--- src/rtl/rgb_box_filter_top_defines.svh ---
// Assertion macros shared by the rgb_box_filter RTL.
// Needs clk and rst_n in scope at the point of use.
`ifndef RGB_BOX_FILTER_TOP_DEFINES_SVH
`define RGB_BOX_FILTER_TOP_DEFINES_SVH

// same-cycle implication
`define RBF_ASSERT_IMP(lbl, ante, cons) \
  lbl: assert property (@(posedge clk) disable iff (!rst_n) (ante) |-> (cons)) \
    else $error("rbf assertion failed");

// next-cycle implication
`define RBF_ASSERT_NXT(lbl, ante, cons) \
  lbl: assert property (@(posedge clk) disable iff (!rst_n) (ante) |=> (cons)) \
    else $error("rbf assertion failed");

`endif

--- src/rtl/rbf_pkg.sv ---
// Shared types, constants and the reciprocal table of the box filter.
// No dependencies.
`default_nettype none

package rbf_pkg;

  localparam int DEF_MAX_WIDTH = 1024;
  localparam int DEF_MAX_HALF  = 3;
  localparam int MAX_HEIGHT    = 4096;

  localparam int DIM_W       = 13;  // frame dimensions and position counters
  localparam int POS_W       = 12;  // row / column of a stored pixel
  localparam int HALF_W      = 3;   // window radius
  localparam int RING_FW     = 4;   // ring row field in a command
  localparam int PIX_W       = 24;
  localparam int CFG_IDX_W   = 2;
  localparam int CFG_DATA_W  = 13;
  localparam int RECIP_W     = 25;
  localparam int RECIP_SHIFT = 24;
  localparam int QDEPTH      = 4;

  typedef enum logic [CFG_IDX_W-1:0] {
    REG_WIDTH  = 2'd0,
    REG_HEIGHT = 2'd1,
    REG_HALF   = 2'd2
  } reg_idx_t;

  typedef struct packed {
    logic [DIM_W-1:0]  w;
    logic [DIM_W-1:0]  h;
    logic [HALF_W-1:0] half;
  } cfg_t;

  typedef struct packed {
    logic               wr;
    logic [RING_FW-1:0] wr_ring;
    logic [POS_W-1:0]   wr_col;
    logic [PIX_W-1:0]   px;
    logic               emit;
    logic [POS_W-1:0]   o_row;
    logic [POS_W-1:0]   o_col;
    logic [RING_FW-1:0] o_ring;
    logic               last;
  } cmd_t;

  // ceil(2^24 / (2h+1)^2); exact floor for every window sum of 8-bit pixels
  function automatic logic [RECIP_W-1:0] recip_of(input logic [HALF_W-1:0] half);
    logic [RECIP_W-1:0] m;
    case (half)
      3'd0:    m = 25'd16777216;
      3'd1:    m = 25'd1864136;
      3'd2:    m = 25'd671089;
      3'd3:    m = 25'd342393;
      3'd4:    m = 25'd207127;
      3'd5:    m = 25'd138655;
      3'd6:    m = 25'd99274;
      default: m = 25'd74566;
    endcase
    return m;
  endfunction

endpackage

`default_nettype wire

--- src/rtl/rbf_cmd_fifo.sv ---
// Short command queue between front end and window engine.
// Depends on rbf_pkg and rgb_box_filter_top_defines.svh.
`default_nettype none
`include "rgb_box_filter_top_defines.svh"

module rbf_cmd_fifo #(
  parameter int DEPTH = rbf_pkg::QDEPTH
) (
  input  wire logic          clk,
  input  wire logic          rst_n,
  input  wire logic          push,
  input  wire rbf_pkg::cmd_t cmd_in,
  input  wire logic          pop,
  output rbf_pkg::cmd_t      head,
  output logic               full,
  output logic               empty
);

  import rbf_pkg::*;

  localparam int PW = $clog2(DEPTH);
  localparam int CNTW = $clog2(DEPTH + 1);

  cmd_t            slot_r [DEPTH];
  logic [PW-1:0]   wp_r, rp_r;
  logic [CNTW-1:0] cnt_r;

  assign full  = cnt_r == CNTW'(DEPTH);
  assign empty = cnt_r == '0;
  assign head  = slot_r[rp_r];

  always_ff @(posedge clk) begin
    if (push) begin
      slot_r[wp_r] <= cmd_in;
    end
  end

  always_ff @(posedge clk) begin
    if (!rst_n) begin
      wp_r  <= '0;
      rp_r  <= '0;
      cnt_r <= '0;
    end else begin
      if (push) begin
        wp_r <= (wp_r == PW'(DEPTH - 1)) ? '0 : wp_r + PW'(1);
      end
      if (pop) begin
        rp_r <= (rp_r == PW'(DEPTH - 1)) ? '0 : rp_r + PW'(1);
      end
      if (push && !pop) begin
        cnt_r <= cnt_r + CNTW'(1);
      end else if (pop && !push) begin
        cnt_r <= cnt_r - CNTW'(1);
      end
    end
  end

  `RBF_ASSERT_IMP(a_no_push_full, full, !push)
  `RBF_ASSERT_IMP(a_no_pop_empty, empty, !pop)

endmodule

`default_nettype wire

--- config.mk ---
export PLATFORM = sky130hd
export DESIGN_NAME = rbf_cmd_fifo
export DESIGN_NICKNAME = d
export VERILOG_FILES = /design/src/rtl/rbf_pkg.sv /design/src/rtl/rbf_cmd_fifo.sv
export VERILOG_INCLUDE_DIRS = /design/src /design/src/rtl
export SDC_FILE = /design/constraint.sdc
export NUM_CORES = 1
export LEC_CHECK = 0
export BUFFER_PORTS_ARGS = -buffer_cell sky130_fd_sc_hd__buf_2
export CELL_PAD_IN_SITES_DETAIL_PLACEMENT = 1
export CELL_PAD_IN_SITES_GLOBAL_PLACEMENT = 2
export CORE_ASPECT_RATIO = 0.75
export CORE_MARGIN = 2
export CORE_UTILIZATION = 45
export DETAILED_ROUTE_END_ITERATION = 12
export HOLD_SLACK_MARGIN = 0.02
export PLACE_DENSITY_LB_ADDON = 0.25
export SYNTH_ARGS = -nofsm -noshare
export SYNTH_HDL_FRONTEND = slang
export SYNTH_SLANG_ARGS = --single-unit
--- constraint.sdc ---
create_clock -name clk -period 4.01 [get_ports clk]
set_input_delay 1.0025 -clock clk [delete_from_list [all_inputs] [get_ports clk]]
set_output_delay 1.0025 -clock clk [all_outputs]
set_load 0.005 [all_outputs]
==> results of run 1 <==
-- cell usage after synthesis --
master	count	area [µm²]
inv_1	4	15.0
fa_1	1	20.0
dfxtp_1	9	180
buf_12	7	140
or3_1	1	6.26
buf_6	1	11.3
o21a_1	1	7.51
xor2_1	1	8.76
nor2b_1	5	31.3
ha_1	6	75.1
mux4_2	70	1580
buf_2	7	35.0
mux2i_1	4	40.0
xnor2_1	1	8.76
a21boi_0	1	7.51
buf_1	1	3.75
mux4_1	1	26.3
edfxtp_1	284	8530
o21ai_0	1	5.00
and2_1	5	31.3
nor3_1	2	10.0
nor2_1	1	3.75
nor3b_1	1	7.51
-- report_power, final --
group,leakage [µW],internal (µW),switching (µW),total [µW]
Clock,0.000483,1690,1080,2770
Combinational,0.00118,262,264,526
Sequential,0.00268,3510,53.6,3560
Total,0.00435,5460,1400,6860
-- through the flow --
step,hold slack [ns],util,power [µW],std cells
after floorplan,0.472,-,3910,415
after CTS,0.536,0.541,6940,913
after detailed placement,0.525,0.500,4160,862
after global placement,0.489,0.500,4140,862
final,0.532,0.542,6860,917
after global routing,0.577,0.541,7100,913
-- per-layer routing --
layer	up-vias	wire length [µm]	track usage
met1	2528	8880	0.231
met2	131	10000	0.270
met4	4	405	0.0361
li1	2117	-	-
met3	34	1310	0.0458
met5	-	19	0
-- registers in the layout, indices dropped and copies added, names as in the netlist, named ones only --
register  flops
wp_r          2
slot_r      284
rp_r          2
cnt_r         3
-- logic make-up (layout without fill, tap and decap cells) --
kind of cell / after synthesis / count (layout) / synth area share
AO/OA/AOI/OAI: 3 / 3 / 0.00186
AND/OR/NAND/NOR: 15 / 15 / 0.00836
flip-flops: 293 / 293 / 0.808
adder cells (fa/ha/maj): 7 / 7 / 0.00882
buffers and inverters: 20 / 212 / 0.0190
multiplexers: 75 / 75 / 0.152
other: 0 / 4 / 0
XOR/XNOR: 2 / 2 / 0.00163
-- cell type report --
type	count	area, µm²	share of cell area
clock inverters	21	254	0.0198
well taps	306	383	0.0298
repair buffers	157	873	0.0679
diodes	4	10.0	0.000779
flip-flops and latches	293	8720	0.678
inverters	4	15.0	0.00117
multi-input cells	102	1880	0.146
clock buffers	30	729	0.0567
-- worst register-to-register path: stages (launching register included) --
cell	delay, ns
dfxtp_1	0.41
ha_1	0.21
and2_4	0.63
buf_4	0.35
-- how the worst max path moves through the flow --
stage / startpoint / endpoint / slack, ns / cells after the start
3_5_place_dp: flip-flop / head[26] / 1.30 / 3
2_1_floorplan: push / slot_r[0][0]$_DFFE_PP_ / 0.91 / 1
4_1_cts: flip-flop / head[26] / 0.73 / 3
3_3_place_gp: flip-flop / head[26] / 1.33 / 3
6_report: flip-flop / head[1] / 0.83 / 3
5_1_grt: flip-flop / head[26] / 0.66 / 3
==> summary.md, run 1 <==
| Metric | Value |
|---|---|
| CTS sink count | 293 |
| WP buf/inv | 2 |
| GP Congestion | 0.705 |
| Hold path depth | 2 |
| Clock Pin Slew Worst Setup and Hold Paths | 0.06 ns |
| Synth Net Count | 497 |
| Max-slew violations | 0 |
| R2r setup slk | 2.09 ns |
| Area Overhead vs Synth | 19.3% |
| Mapped Area | 10800 µm² |
| Post-CTS Setup Bufs | 0 |
| Cell variety after synth | 23 |
| Clock root buffer | clkbuf_16 |
| Slowest CP cell | mux4_2 |
| Pwr per Cell Area | 533 nW/µm² |
| Crit path capture type | output port |
| Fillers | 2054 |
| Layout cells sized above 1 | 0.458 |
| Tot GR Track Use | 0.167 |
| Area after DPL | 11900 µm² |
| FF-to-FF path depth | 3 |
| Sequential-to-total area share from yosys stat | 0.808 |
| RSZ-0062 raised after global routing | no |
| Cell count after synthesis | 415 |
| Crit Path Max Fanout | 19 |
| Fmax | 314 MHz |
| Placement Setup Slack | 1.30 ns |
| Flops & latches, synth | 293 |
| Max-slew headroom at the worst pin | 0.462 |
| Starting Density | 0.454 |
| Worst hold-check path type | reg -> reg |
| Final setup margin | 0.825 ns |
| Drc violations | 0 |
| Period utilization | 0.794 |
| Count of input and output buffers | 147 |
| Worst skew pair latency | 0.53 ns |
| Static leakage | 0.00435 µW |
| DP Wirelength | 12600 µm |
| Crit path arrival time | 2.18 ns |
| Most common cell after layout, fill and taps aside | edfxtp_1 |
| First-pass GRT wire length | 32100 µm |
| Clk buf depth | 3 |
| Reg-to-reg critical path startpoint | wp_r[0]$_SDFFE_PN0P_ |
| Post-Layout Inst Area | 12900 µm² |
| Post-cts resize count | 0 |
| WP data required | 3.01 ns |
| Cells along the critical path | buf_4, mux4_2, buf_2 |
| Critical path class | reg -> out |
| VDD IR-drop max | 0.453 mV |
| Die area | 25200 µm² |
| Drt via density | 5.25 |
| Routed wire per std cell | 22.5 µm |
| CTS tree | done |
| Max-Cap Viols | 0 |
| Final Hold Viols | 0 |
| Die Y | 138 µm |
| Top-level port count | 148 |
| CTS Hold Bufs | 0 |
| Type of origin of the critical path | flip-flop |
| Largest net degree at the start of global routing | 49 |
| Post-Route WL | 20600 µm |
| Hold Crit Endpoint | cnt_r[2]$_SDFFE_PN0P_ |
| Delay-heaviest family, CP | buffers and inverters |
| Antenna violations before repair | 3 |
| Routed Antenna Nets | 0 |
| Total number of vias | 4814 |
| Grt ovf | 0 |
| Pre-antenna DRT Iters | 4 |
| Final net count | 668 |
| Initial drt markers | 315 |
| Max incr delay on CP | 0.57 ns |
| Clk_skew | 0.00852 ns |
| # H-tree levels | 1 |
| Status | finished, final reports clean |
| Final setup viols | 0 |
| Die X | 183 µm |
| Min-Delay Startpoint | cnt_r[2]$_SDFFE_PN0P_ |
| CORE AREA | 23700 µm² |
| Min cycle time layout | 3.18 ns |
| Placement row count | 49 |
| Vias in the first global route | 5443 |
| YS warnings | 0 |
| Syn avg cell area | 26.0 µm² |
| CTS buffer count | 28 |
| Setup TNS | 0 ns |
| Pin slew with the least headroom to its limit | 0.807 ns |
| Most frequent cells in the layout | edfxtp_1, buf_2, mux4_2 |
| Worst R2R End | slot_r[3][39]$_DFFE_PP_ |
Note: power is estimated with default switching activity, not from simulation.
==> inputs of run 2 (changes only) <==
==> constraint.sdc (replaced) <==
create_clock -name clk -period 3.1 [get_ports clk]
set_input_delay 0.775 -clock clk [delete_from_list [all_inputs] [get_ports clk]]
set_output_delay 0.775 -clock clk [all_outputs]
set_load 0.005 [all_outputs]
==> run 2 against run 1 <==
  * Combinational power up 32%
  * Total power rose by 26%
  * Critical endpoint is now head[63]
  * Clock skew up 0.0028 ns
  * Routed wire length rose by 2.0%
  * Die area stayed put
  * Critical path type unchanged
  * Register-to-register slack lost 0.74 ns
  * Setup slack worse by 0.62 ns
==> summary.md, run 2 (synthesis results as in run 1) <==
| Metric | Value |
|---|---|
| Min cycle time layout | 2.89 ns |
| RSZ-0062 raised after global routing | no |
| Max-slew violations | 0 |
| Type of origin of the critical path | flip-flop |
| CORE AREA | 23700 µm² |
| Antenna violations before repair | 4 |
| Worst hold-check path type | in -> reg |
| Routed wire per std cell | 22.9 µm |
| Count of input and output buffers | 147 |
| Clk buf depth | 3 |
| Tot GR Track Use | 0.172 |
| Post-CTS Setup Bufs | 0 |
| Final setup viols | 0 |
| Sequential power share | 0.533 |
| Combinational Power Share | 0.081 |
| Clock root buffer | clkbuf_16 |
| Drc violations | 0 |
| CTS Hold Bufs | 0 |
| Max incr delay on CP | 0.57 ns |
| Cells along the critical path | buf_12, mux4_2, buf_2 |
| Period utilization | 0.933 |
| Starting Density | 0.454 |
| Final Hold Viols | 0 |
| Clk_skew | 0.0113 ns |
| Area Overhead vs Synth | 19.2% |
| Total number of vias | 4832 |
| Grt ovf | 0 |
| CTS sink count | 293 |
| Most frequent cells in the layout | edfxtp_1, buf_2, mux4_2 |
| Delay-heaviest family, CP | multiplexers |
| WP buf/inv | 2 |
| Routed Antenna Nets | 0 |
| Vias in the first global route | 5436 |
| Post-cts resize count | 0 |
| Max-slew headroom at the worst pin | 0.632 |
| Fillers | 2056 |
| P_int | 6840 µW |
| Die X | 183 µm |
| Worst skew pair latency | 0.53 ns |
| Number of flip-flops in the largest register | 284 |
| Clock Pin Slew Worst Setup and Hold Paths | 0.06 ns |
| Most flops, register | slot_r |
| GP Congestion | 0.681 |
| Status | finished, final reports clean |
| Crit path capture type | output port |
| Initial drt markers | 300 |
| Clock Power Share | 0.386 |
| Most common cell after layout, fill and taps aside | edfxtp_1 |
| Top-level port count | 148 |
| Total Power | 8640 µW |
| Crit Path Max Fanout | 27 |
| Psw | 1800 µW |
| First-pass GRT wire length | 32700 µm |
| Largest registers | slot_r (284), cnt_r (3) |
| Pin slew with the least headroom to its limit | 0.552 ns |
| Largest net degree at the start of global routing | 37 |
| Layout cells sized above 1 | 0.452 |
| Switching Fraction | 0.208 |
| VDD IR-drop max | 0.516 mV |
| # H-tree levels | 1 |
| CTS buffer count | 28 |
| Die Y | 138 µm |
| Final net count | 671 |
| Setup TNS | 0 ns |
| Static leakage | 0.00434 µW |
| CTS tree | done |
| Pwr per Cell Area | 672 nW/µm² |
| DP Wirelength | 13100 µm |
| Post-Route WL | 21000 µm |
| Slowest CP cell | mux4_2 |
| Drt via density | 5.25 |
| Crit path arrival time | 2.12 ns |
| Max-Cap Viols | 0 |
| Die area | 25200 µm² |
| Pre-antenna DRT Iters | 4 |
| Placement row count | 49 |
| Critical path class | reg -> out |
| WP data required | 2.32 ns |
| Fmax | 346 MHz |
[run 2: changes by cell type in the layout (fill, tap and decap cells not counted), sizes merged]
| cell | delta |
|---|---|
| clkbuf | +4 |
| clkinv | +1 |
| buf | +3 |
| diode | -1 |
| bufinv | -3 |
| clkinvlp | -1 |
[run 2: routing by layer]
| metal | wire length, µm | track usage | vias to the layer above |
|---|---|---|---|
| li1 | - | - | 2129 |
| met1 | 8730 | 0.229 | 2533 |
| met2 | 10400 | 0.288 | 143 |
| met3 | 1570 | 0.0519 | 25 |
| met4 | 303 | 0.0310 | 2 |
| met5 | 11 | 0 | - |
[run 2: final timing paths]
path	from	to	slack, ns	cells after the start
hold / removal	cmd_in[12]	slot_r[0][12]$_DFFE_PP_	0.45	1
setup reg to reg	wp_r[0]$_SDFFE_PN0P_	slot_r[3][34]$_DFFE_PP_	1.35	3
hold reg to reg	cnt_r[2]$_SDFFE_PN0P_	cnt_r[2]$_SDFFE_PN0P_	0.52	2
setup / recovery	flip-flop	head[63]	0.21	3
[run 2: power by group through the flow]
stage               Combinational (µW)  Sequential (µW)  Clock, µW
finish                             696             4610       3330
global route                       764             4620       3570
CTS                                717             4610       3430
detailed placement                 714             4690          0
global placement                   691             4680          0
floorplan                          403             4660          0
[run 2: cell type report]
type	count	area [µm²]	share of cell area
sequential	293	8720	0.678
clock buffer	34	744	0.0580
clock inverter	18	159	0.0124
multi-input combinational	102	1880	0.146
timing repair buffer	160	946	0.0736
inverter	4	15.0	0.00117
tap	306	383	0.0298
antenna	3	7.51	0.000584
[run 2: per-stage QoR]
stage	utilization	instances	worst slack, ns	cell area (µm²)	hold WS [ns]
2_1_floorplan	-	415	0.226	10800	0.472
3_3_place_gp	0.503	865	0.741	11900	0.491
3_5_place_dp	0.503	865	0.721	11900	0.511
4_1_cts	0.541	917	0.136	12800	0.431
5_1_grt	0.541	917	0.0700	12800	0.439
6_report	0.541	920	0.208	12800	0.452
