==> src/rtl/rgb_box_filter_top_defines.svh <==
// Assertion macros shared by the rgb_box_filter RTL.
// Needs clk and rst_n in scope at the point of use.
`ifndef RGB_BOX_FILTER_TOP_DEFINES_SVH
`define RGB_BOX_FILTER_TOP_DEFINES_SVH

// same-cycle implication
`define RBF_ASSERT_IMP(lbl, ante, cons) \
  lbl: assert property (@(posedge clk) disable iff (!rst_n) (ante) |-> (cons)) \
    else $error("rbf assertion failed");

// next-cycle implication
`define RBF_ASSERT_NXT(lbl, ante, cons) \
  lbl: assert property (@(posedge clk) disable iff (!rst_n) (ante) |=> (cons)) \
    else $error("rbf assertion failed");

`endif

==> src/rtl/rbf_pkg.sv <==
// Shared types, constants and the reciprocal table of the box filter.
// No dependencies.
`default_nettype none

package rbf_pkg;

  localparam int DEF_MAX_WIDTH = 1024;
  localparam int DEF_MAX_HALF  = 3;
  localparam int MAX_HEIGHT    = 4096;

  localparam int DIM_W       = 13;  // frame dimensions and position counters
  localparam int POS_W       = 12;  // row / column of a stored pixel
  localparam int HALF_W      = 3;   // window radius
  localparam int RING_FW     = 4;   // ring row field in a command
  localparam int PIX_W       = 24;
  localparam int CFG_IDX_W   = 2;
  localparam int CFG_DATA_W  = 13;
  localparam int RECIP_W     = 25;
  localparam int RECIP_SHIFT = 24;
  localparam int QDEPTH      = 4;

  typedef enum logic [CFG_IDX_W-1:0] {
    REG_WIDTH  = 2'd0,
    REG_HEIGHT = 2'd1,
    REG_HALF   = 2'd2
  } reg_idx_t;

  typedef struct packed {
    logic [DIM_W-1:0]  w;
    logic [DIM_W-1:0]  h;
    logic [HALF_W-1:0] half;
  } cfg_t;

  typedef struct packed {
    logic               wr;
    logic [RING_FW-1:0] wr_ring;
    logic [POS_W-1:0]   wr_col;
    logic [PIX_W-1:0]   px;
    logic               emit;
    logic [POS_W-1:0]   o_row;
    logic [POS_W-1:0]   o_col;
    logic [RING_FW-1:0] o_ring;
    logic               last;
  } cmd_t;

  // ceil(2^24 / (2h+1)^2); exact floor for every window sum of 8-bit pixels
  function automatic logic [RECIP_W-1:0] recip_of(input logic [HALF_W-1:0] half);
    logic [RECIP_W-1:0] m;
    case (half)
      3'd0:    m = 25'd16777216;
      3'd1:    m = 25'd1864136;
      3'd2:    m = 25'd671089;
      3'd3:    m = 25'd342393;
      3'd4:    m = 25'd207127;
      3'd5:    m = 25'd138655;
      3'd6:    m = 25'd99274;
      default: m = 25'd74566;
    endcase
    return m;
  endfunction

endpackage

`default_nettype wire

==> src/rtl/rbf_front.sv <==
// Front end: accepts beats, tracks input and output raster positions and
// decides per beat whether a pixel is stored and whether an output is due.
// Depends on rbf_pkg.
`default_nettype none

module rbf_front #(
  parameter int MAX_HALF = rbf_pkg::DEF_MAX_HALF
) (
  input  wire logic                clk,
  input  wire logic                rst_n,
  input  wire rbf_pkg::cfg_t       cfg,
  input  wire logic                restart,
  input  wire logic                in_valid,
  output logic                     in_ready,
  input  wire logic                in_mode,
  input  wire logic [7:0]          in_blue,
  input  wire logic [7:0]          in_green,
  input  wire logic [7:0]          in_red,
  input  wire logic                q_full,
  output logic                     q_push,
  output rbf_pkg::cmd_t            q_cmd
);

  import rbf_pkg::*;

  localparam int RING_ROWS = 2 * MAX_HALF + 2;
  localparam int RW        = $clog2(RING_ROWS);

  logic [DIM_W-1:0] in_row_r, in_row_nxt;
  logic [DIM_W-1:0] in_col_r, in_col_nxt;
  logic [RW-1:0]    in_ring_r, in_ring_nxt;
  logic [DIM_W-1:0] out_row_r, out_row_nxt;
  logic [DIM_W-1:0] out_col_r, out_col_nxt;
  logic [RW-1:0]    out_ring_r, out_ring_nxt;

  logic             done, is_px, emit, rdy, last, acc;
  logic [DIM_W-1:0] nr, nc, h_m1, w_m1, col_inc;

  always_comb begin
    h_m1  = cfg.h - DIM_W'(1);
    w_m1  = cfg.w - DIM_W'(1);
    done  = in_row_r >= cfg.h;
    is_px = !in_mode && !done;
    // last input pixel the next output needs, clamped to the frame
    nr = out_row_r + DIM_W'(cfg.half);
    if (nr > h_m1) nr = h_m1;
    nc = out_col_r + DIM_W'(cfg.half);
    if (nc > w_m1) nc = w_m1;
    rdy  = (nr < in_row_r) || ((nr == in_row_r) && (nc <= in_col_r));
    emit = is_px ? rdy : done;
    last = (out_row_r == h_m1) && (out_col_r == w_m1);
    in_ready = !q_full;
    acc      = in_valid && in_ready;
    q_push   = acc && (is_px || emit);

    q_cmd.wr      = is_px;
    q_cmd.wr_ring = RING_FW'(in_ring_r);
    q_cmd.wr_col  = in_col_r[POS_W-1:0];
    q_cmd.px      = {in_red, in_green, in_blue};
    q_cmd.emit    = emit;
    q_cmd.o_row   = out_row_r[POS_W-1:0];
    q_cmd.o_col   = out_col_r[POS_W-1:0];
    q_cmd.o_ring  = RING_FW'(out_ring_r);
    q_cmd.last    = last;

    in_row_nxt   = in_row_r;
    in_col_nxt   = in_col_r;
    in_ring_nxt  = in_ring_r;
    out_row_nxt  = out_row_r;
    out_col_nxt  = out_col_r;
    out_ring_nxt = out_ring_r;
    col_inc      = in_col_r + DIM_W'(1);

    if (restart) begin
      in_row_nxt   = '0;
      in_col_nxt   = '0;
      in_ring_nxt  = '0;
      out_row_nxt  = '0;
      out_col_nxt  = '0;
      out_ring_nxt = '0;
    end else if (acc) begin
      if (is_px) begin
        if (col_inc >= cfg.w) begin
          in_col_nxt  = '0;
          in_row_nxt  = in_row_r + DIM_W'(1);
          in_ring_nxt = (in_ring_r == RW'(RING_ROWS - 1)) ? '0 : in_ring_r + RW'(1);
        end else begin
          in_col_nxt = col_inc;
        end
      end
      if (emit) begin
        if (last) begin
          in_row_nxt   = '0;
          in_col_nxt   = '0;
          in_ring_nxt  = '0;
          out_row_nxt  = '0;
          out_col_nxt  = '0;
          out_ring_nxt = '0;
        end else if (out_col_r == w_m1) begin
          out_col_nxt  = '0;
          out_row_nxt  = out_row_r + DIM_W'(1);
          out_ring_nxt = (out_ring_r == RW'(RING_ROWS - 1)) ? '0 : out_ring_r + RW'(1);
        end else begin
          out_col_nxt = out_col_r + DIM_W'(1);
        end
      end
    end
  end

  always_ff @(posedge clk) begin
    if (!rst_n) begin
      in_row_r   <= '0;
      in_col_r   <= '0;
      in_ring_r  <= '0;
      out_row_r  <= '0;
      out_col_r  <= '0;
      out_ring_r <= '0;
    end else begin
      in_row_r   <= in_row_nxt;
      in_col_r   <= in_col_nxt;
      in_ring_r  <= in_ring_nxt;
      out_row_r  <= out_row_nxt;
      out_col_r  <= out_col_nxt;
      out_ring_r <= out_ring_nxt;
    end
  end

endmodule

`default_nettype wire

==> config.mk <==
export PLATFORM = sky130hd
export DESIGN_NAME = rbf_front
export DESIGN_NICKNAME = d
export VERILOG_FILES = /design/src/rtl/rgb_box_filter_top_defines.svh /design/src/rtl/rbf_pkg.sv /design/src/rtl/rbf_front.sv
export SDC_FILE = /design/constraint.sdc
export NUM_CORES = 1
export LEC_CHECK = 0
export BUFFER_PORTS_ARGS = -buffer_cell sky130_fd_sc_hd__buf_2
export CORE_MARGIN = 5
export CORE_UTILIZATION = 41
export CTS_CLUSTER_DIAMETER = 150
export CTS_CLUSTER_SIZE = 14
export DETAILED_ROUTE_END_ITERATION = 8
export MAX_ROUTING_LAYER = met4
export PLACE_DENSITY_LB_ADDON = 0.2
export SYNTH_ARGS = -nofsm -noshare
export SYNTH_HDL_FRONTEND = slang
export SYNTH_SLANG_ARGS = --single-unit
export TNS_END_PERCENT = 20
==> constraint.sdc <==
create_clock -name clk -period 5.7 [get_ports clk]
set_input_delay 0.285 -clock clk [delete_from_list [all_inputs] [get_ports clk]]
set_output_delay 0.285 -clock clk [all_outputs]
set_load 0.02 [all_outputs]
==> metrics.txt, run 1 <==
DR vias=about 6700; global-route wire length before repair=between 30 and 40 mm; number of vias per cell=5.37; worst hold path cell count=2; largest stage delay on the critical path=0.37 ns; most frequent cell after synthesis=ha_1; Post-Syn Area=around 7200 um2; status=finished clean; Worst Setup Slack, final=around 0.18 ns; CTS HTree Levels=3; CP delay by family, top=compound AO/OA/AOI/OAI gates; gpl congestion=roughly 0.93; post-synth top area share=about 16%; clock transition at the registers of the reported paths=~0.050 ns; TritonRoute pass-1 iters=5; final worst path period need=5.52 ns; number of max-cap violations=0; PwrDens=between 100 and 150 nW/um2; Setup CP Type=reg -> reg; average size of a mapped cell=~7.7 um2; Initial Util=a little over two fifths; DIE HEIGHT=~140 um; crit path DAT=about 5.8 ns; Mapped Cells=approximately 940; Seq/Total Area, Yosys=16.2%; FMAX=roughly 180 MHz; CP Data Required Time=~6 ns; share of layout cells above drive strength 1=about 22%; Num Clock Sinks=just under 60; slowest cell on the critical path=a221o_1; Setup TNS Final=0 ns; Final HPWL DP=~16 mm; placed cell area=a little under 8000 um2; Die W=~140 um; Ports=~130; Static Leakage=slightly below 0.004 uW; CP Max Fanout=7; worst min-delay path category=reg -> reg; Peak VDD IR=roughly 0.13 mV; number of buffers created by CTS=9; ys async rst share=0%; clock skew=0.00688 ns; Final nets=1165; floorplan row count=48; ys flop type=dfxtp_1; wire per inst=~17 um; r2r worst-path depth=28; Synth area leaders=ha_1, dfxtp_1, buf_4; DRT iter0 DRCs=between 500 and 600; EDFF count, synth=0; total track usage=slightly above 20%; pre-CTS setup slack=-0.0966 ns; Hold Vio Cnt, Final=0; Final period util=between 90% and 100%; slew margin rel.=between 30% and 40%; Synth cell types=65; # setup viols final=0; Crit path depth=28; YS warnings=0; Seq cells post-synth=58; Die Area=about 20000 um2; top cells by instance count after synthesis=ha_1, inv_1, buf_4, nor2_1, a21oi_1; # diodes=0; post-route ant nets=0; Syn-to-layout area delta=17.2%; Std-Cell Core Area=approximately 17000 um2; Overflow after GRT=0; port bufs=about 80; initial antenna violation count=0; largest net degree at the start of global routing=31; DR DRC count=0; number of global-route vias before repair=approximately 6400; Max Slew Vio Count=0; CTS root buffer=clkbuf_16; clk_lat worst skew=0.34 ns; total power=approximately 1200 uW; Synth area leader=ha_1; Worst Tran Pin Value=0.984 ns; design area=about 8400 um2; Setup crit end kind=flop; Startpoint Class=flop; CTS tree=yes; Final Util=approximately 50%; Worst Path Buf+Inv=7; Clock Tree Buf Depth=2; final wirelength=20.6 mm
## report_power, final
group / switching, uW / leakage (uW) / internal [uW]
registers: 0.627 / 0.000469 / 406
logic: 107 / 0.00330 / 78.1
clock network: 189 / 0.000152 / 371
total: 297 / 0.00392 / 854
## worst reg2reg max path: cells and delay by family (launching register included)
family          cells  cell delay [ns]
compound gates      9             2.07
fa+ha+maj           4             1.03
simple gates        7             0.95
buf+inv             7             0.87
flops               1             0.33
xor+xnor            1             0.16
## cell usage in the layout, fill, tap and decap left out, types with 9 or more instances in the layout
| master | n |
|---|---|
| ha_1 | 90 |
| nor2b_1 | 13 |
| nand2_1 | 58 |
| a31oi_1 | 11 |
| buf_2 | 80 |
| mux2i_1 | 30 |
| o21ai_0 | 29 |
| nand4_1 | 17 |
| nand3b_1 | 9 |
| and3_1 | 15 |
| o21a_1 | 12 |
| inv_1 | 83 |
| a21oi_1 | 60 |
| xnor2_1 | 54 |
| nand3_1 | 40 |
| clkbuf_16 | 11 |
| xor2_1 | 23 |
| buf_4 | 68 |
| nor3_1 | 13 |
| or3_1 | 15 |
| dfxtp_1 | 55 |
| a21o_1 | 12 |
| nor2_1 | 67 |
## worst paths after layout
kind           startpoint      endpoint  slack [ns]
max          out_col_r[0]   in_col_r[2]        0.18
min          in_col_r[12]  in_col_r[12]        0.45
max reg2reg  out_col_r[0]   in_col_r[2]        0.18
min reg2reg  in_col_r[12]  in_col_r[12]        0.45
## flip-flops by register name, summed over array words and instances, names as in the netlist
name,cells
in_col_r,13
out_col_r,13
in_ring_r,3
out_row_r,13
out_ring_r,3
in_row_r,13
## routing by layer
| metal | wire [um] | up-vias | GRT usage, % |
|---|---|---|---|
| met4 | 425 | 0 | 5.25 |
| met1 | 9420 | 3103 | 25.0 |
| met3 | 853 | 25 | 2.92 |
| li1 | - | 3364 | - |
| met5 | 0 | - | - |
| met2 | 9900 | 159 | 34.5 |
## final cells by class
class | count | area, um2
Clock buffer | 13 | 270
Multi-Input combinational cell | 698 | 5270
Tap cell | 225 | 282
Fill cell | 1699 | 8810
Inverter | 85 | 319
Timing Repair Buffer | 158 | 1080
Sequential cell | 58 | 1170
Clock inverter | 2 | 35.0
## cells by family after synthesis
family,after synthesis,synth area share [%]
AO/OA/AOI/OAI,176,15.4
multiplexers,31,4.33
other,1,0.0522
adder cells (fa/ha/maj),96,16.9
AND/OR/NAND/NOR,307,22.6
XOR/XNOR,86,11.1
buffers and inverters,183,13.5
flip-flops,58,16.2
## repair_timing
action | 4_1_cts | 5_1_grt
gates resized for setup | 1 | 51
pin swaps | 0 | 24
setup endpoints to repair | 39 | 59
buffers inserted | 0 | 6
hold buffers | 0 | 0
cloned | 0 | 4
## metrics by stage
step / instances / hold WS, ns
2_1_floorplan: 939 / 0.431
3_3_place_gp: 1214 / 0.438
3_5_place_dp: 1214 / 0.443
4_1_cts: 1229 / 0.450
5_1_grt: 1239 / 0.484
6_report: 1239 / 0.449
Power figures use the tool's default switching activity.
==> inputs of run 2 (changes only) <==
- CORE_UTILIZATION: 41 -> 30
- CTS_BUF_LIST: default -> sky130_fd_sc_hd__clkbuf_8
==> metrics.txt, run 2 (synthesized netlist as in run 1, its figures left out) <==
placed cell area=roughly 7900 um2; slew margin rel.=between 20% and 30%; PwrDens=116 nW/um2; hold_buf cts=0; floorplan row count=56; clock skew=approximately 0.014 ns; number of max-cap violations=0; Worst Path Buf+Inv=5; FMAX=185 MHz; share of layout cells above drive strength 1=between 20 and 25%; CTS tree=yes; Num Clock Sinks=58; Die W=165 um; CP Data Required Time=just under 6 ns; Max Slew Vio Count=0; CP delay by family, top=compound AO/OA/AOI/OAI gates; Inst Count DP=~1300; Setup crit end kind=flop; CTS root buffer=clkbuf_8; DR DRC count=0; Overflow after GRT=0; Worst Tran Pin Value=approximately 1.1 ns; Fill cells=~2500; Std-Cell Core Area=23500 um2; Clock Tree Buf Depth=2; Peak VDD IR=approximately 0.09 mV; slowest cell on the critical path=a221o_1; commonest non-fill, non-tap cells in the layout=ha_1, inv_1, buf_2; # setup viols final=0; number of buffers created by CTS=9; total power=~1000 uW; hold slack=between 0.4 and 0.5 ns; Ports=~130; initial antenna violation count=0; Worst Setup Slack, final=between 0.2 and 0.3 ns; final wirelength=~22 mm; port bufs=between 80 and 90; number of vias per cell=4.92; wire per inst=around 17 um; pre-CTS setup slack=-0.152 ns; post-route ant nets=0; largest net degree at the start of global routing=31; Die Area=27200 um2; most frequent CP cell=ha_1; design area=8420 um2; final std cells w/o fill=around 1300; worst min-delay path category=reg -> reg; Startpoint Class=flop; clock transition at the registers of the reported paths=around 0.070 ns; total track usage=between 10% and 20%; Hold Vio Cnt, Final=0; crit path DAT=~5.6 ns; Final HPWL DP=17.4 mm; Initial Util=approximately 31%; global-route wire length before repair=~34 mm; TritonRoute pass-1 iters=4; clk_lat worst skew=roughly 0.36 ns; Setup CP Type=reg -> reg; Static Leakage=a little under 0.004 uW; DR vias=about 6600; Final nets=approximately 1200; CTS HTree Levels=3; Syn-to-layout area delta=17.1%; largest stage delay on the critical path=about 0.36 ns; status=finished clean; DRT iter0 DRCs=~360; most common cell after layout, fill and taps aside=ha_1; DIE HEIGHT=roughly 160 um; final worst path period need=5.41 ns; gpl congestion=~0.86; CP Max Fanout=8; number of global-route vias before repair=between 6000 and 7000; Final period util=a little over nine tenths
-- run 2: cell count changes in the layout (fill, tap and decap cells not counted), sizes merged --
cell    delta
diode      +1
clkinv     +1
buf        -2
inv        +2
clkbuf     -3
-- run 2: final timing paths --
kind	start	endpoint	slack, ns	cells past startpoint
max	out_col_r[1]	in_col_r[9]	0.29	28
min	in_col_r[12]	in_col_r[12]	0.45	2
max reg2reg	out_col_r[1]	in_col_r[9]	0.29	28
min reg2reg	in_col_r[12]	in_col_r[12]	0.45	2
-- run 2: final cells by class --
cell class / count / area, um2 / area share, %
Clock inverter: 5 / 47.5 / 0.565
Sequential cell: 58 / 1160 / 13.8
Multi-Input combinational cell: 698 / 5260 / 62.5
Inverter: 85 / 319 / 3.79
Timing Repair Buffer: 156 / 1090 / 12.9
Clock buffer: 10 / 138 / 1.64
Tap cell: 319 / 399 / 4.74
Antenna cell: 1 / 2.50 / 0.0297
-- run 2: where the power goes --
group | leakage (uW) | internal, uW | switching [uW]
Combinational | 0.00329 | 77.9 | 107
Clock | 0.000105 | 207 | 175
Sequential | 0.000467 | 405 | 0.619
Total | 0.00386 | 690 | 283
-- run 2: worst reg2reg max path, delay by kind of cell, from the launching register on --
| kind | cells | cell delay (ns) |
|---|---|---|
| adder cells (fa/ha/maj) | 3 | 0.86 |
| flip-flops | 1 | 0.34 |
| multiplexers | 1 | 0.19 |
| AND/OR/NAND/NOR | 4 | 0.57 |
| buffers and inverters | 5 | 0.78 |
| XOR/XNOR | 1 | 0.16 |
| AO/OA/AOI/OAI | 14 | 2.40 |
-- run 2: through the flow --
| stage | setup TNS [ns] | util (%) |
|---|---|---|
| finish | 0 | 35.7 |
| global route | -1.55 | 35.7 |
| CTS | 0 | 34.3 |
| detailed placement | -5.87 | 33.5 |
| global placement | -4.85 | 33.5 |
| floorplan | 0 | - |
-- run 2: what timing repair did --
item | in CTS | in global routing
setup endpoints to repair | 44 | 59
buffers inserted | 0 | 7
gates resized for setup | 2 | 45
cloned | 0 | 4
pin swaps | 0 | 20
-- run 2: per-layer routing --
layer | vias up | routed length (um) | GRT usage, %
met2 | 100 | 10700 | 27.6
met1 | 3087 | 10300 | 21.0
met5 | - | 0 | -
met3 | 11 | 838 | 2.40
met4 | 0 | 199 | 3.29
li1 | 3353 | - | -
==> inputs of run 3 (changes only) <==
- SETUP_SLACK_MARGIN: default -> 0.3
==> metrics.txt, run 3 (synthesized netlist as in run 1, its figures left out) <==
status=finished clean; DR vias=approximately 6700; Final HPWL DP=17.4 mm; Max Slew Vio Count=0; slew margin rel.=a little under a third; crit path DAT=between 5 and 6 ns; Clock Tree Buf Depth=2; clock skew=approximately 0.011 ns; most common cell after layout, fill and taps aside=ha_1; design area=around 8700 um2; hold slack=about 0.46 ns; largest net degree at the start of global routing=18; number of buffers created by CTS=9; post-route ant nets=0; CTS tree=yes; Ports=~130; FF-to-FF End=out_col_r[10]; initial antenna violation count=0; switch share=30.8%; Worst Tran Pin Value=about 1.0 ns; final worst path period need=~5.4 ns; largest stage delay on the critical path=approximately 0.40 ns; Setup TNS Final=0 ns; number of vias per cell=approximately 4.9; clk_lat worst skew=roughly 0.36 ns; number of max-cap violations=0; final wirelength=21.8 mm; final std cells w/o fill=~1400; RSZ-0062 raised after global routing=true; commonest non-fill, non-tap cells in the layout=ha_1, buf_4, inv_1; # setup viols final=0; Combinational Power Share=between 20% and 30%; Inst Count DP=1322; gpl congestion=0.848; share of layout cells above drive strength 1=roughly a quarter; DIE HEIGHT=around 160 um; # diodes=0; power share of the sequential group=44.2%; CP Data Required Time=about 6 ns; CP Max Fanout=8; DR DRC count=0; clock network power share=a little over a third; Setup CP Type=reg -> reg; Switch Pwr=approximately 280 uW; hold wc startpoint=in_col_r[12]; number of global-route vias before repair=between 6000 and 7000; CTS HTree Levels=3; Std-Cell Core Area=23500 um2; Die Area=~27000 um2; placed cell area=around 8000 um2; Hold Crit Endpoint=in_col_r[12]; Reg2Reg Setup Slack=approximately 0.26 ns; Num Clock Sinks=58; Setup crit end kind=flop; r2r worst-path depth=28; FMAX=184 MHz; TritonRoute pass-1 iters=4; worst reg2reg path startpoint=out_col_r[0]; wire per inst=16.1 um; global-route wire length before repair=about 35 mm; floorplan row count=56; Syn-to-layout area delta=20.5%; DRT iter0 DRCs=between 200 and 250; slowest cell on the critical path=a221o_1; Startpoint Class=flop; PwrDens=~110 nW/um2; worst min-delay path category=reg -> reg; Final period util=a little over nine tenths; CTS root buffer=clkbuf_8; clock transition at the registers of the reported paths=0.07 ns; total track usage=16.9%; Hold Vio Cnt, Final=0; port bufs=81; Static Leakage=around 0.0040 uW; Die W=between 150 and 200 um; internal power=between 600 and 700 uW; most frequent CP cell=inv_2; worst hold path cell count=2; Initial Util=a little under a third; Peak VDD IR=approximately 0.067 mV; Final nets=1186; total power=a little over 900 uW; Overflow after GRT=0
[run 3: changes by cell type in the layout (fill, tap and decap cells not counted), sizes merged]
| cell | delta |
|---|---|
| buf | +25 |
| bufinv | -1 |
| diode | -1 |
| clkinv | +2 |
| clkbuf | -3 |
[run 3: power groups by stage]
| stage | Clock, uW | Combinational (uW) | Sequential [uW] |
|---|---|---|---|
| after global placement | 0 | 176 | 415 |
| after floorplan | 0 | 131 | 415 |
| final | 323 | 188 | 406 |
| after CTS | 338 | 185 | 405 |
| after detailed placement | 0 | 177 | 415 |
| after global routing | 360 | 208 | 405 |
[run 3: area by class of cell]
type,count,area (um2)
clock buffer,9,124
clock inverter,6,27.5
fill,2555,14900
inverter,85,319
multi-input combinational,698,5340
sequential,58,1170
tap,319,399
timing repair buffer,179,1290
[run 3: worst max-delay path by stage]
stage | end | slack, ns | start
global route | out_row_r[10] | -0.05 | out_row_r[0]
finish | out_col_r[10] | 0.26 | out_col_r[0]
CTS | out_col_r[8] | 0.04 | out_col_r[0]
global placement | out_col_r[10] | -0.26 | cfg[0]
detailed placement | out_col_r[8] | -0.33 | cfg[0]
floorplan | out_row_r[3] | 0.30 | out_col_r[0]
[run 3: critical path: cells and delay by family (launching register included)]
family | cells | cell delay (ns)
AOI/OAI and AO/OA | 8 | 1.69
xor gates and xnor gates | 1 | 0.21
adders and majority gates | 4 | 0.87
buffers and inverters | 6 | 0.65
DFF | 1 | 0.36
muxes | 1 | 0.24
and+or+nand+nor | 8 | 1.34
[run 3: timing repair]
item / CTS / global route
resized for setup: 41 / 33
endpoints found under the setup margin: 59 / 59
endpoints found under the hold margin: 0 / 0
cloned: 2 / 1
pin swaps: 36 / 31
buffers inserted: 10 / 4
hold buffers: 0 / 0
[run 3: per-layer routing]
layer / track usage (%) / part of all wire (%)
met1: 20.8 / 46
met2: 29.3 / 49
met3: 2.62 / 3.2
met4: 3.33 / 1.1
met5: - / 0
[run 3: per-stage QoR]
step	setup slack, ns	utilization (%)
after floorplan	0.302	-
after global placement	-0.261	34.1
after detailed placement	-0.326	34.1
after CTS	0.0419	36.0
after global routing	-0.0532	36.8
final	0.265	36.8
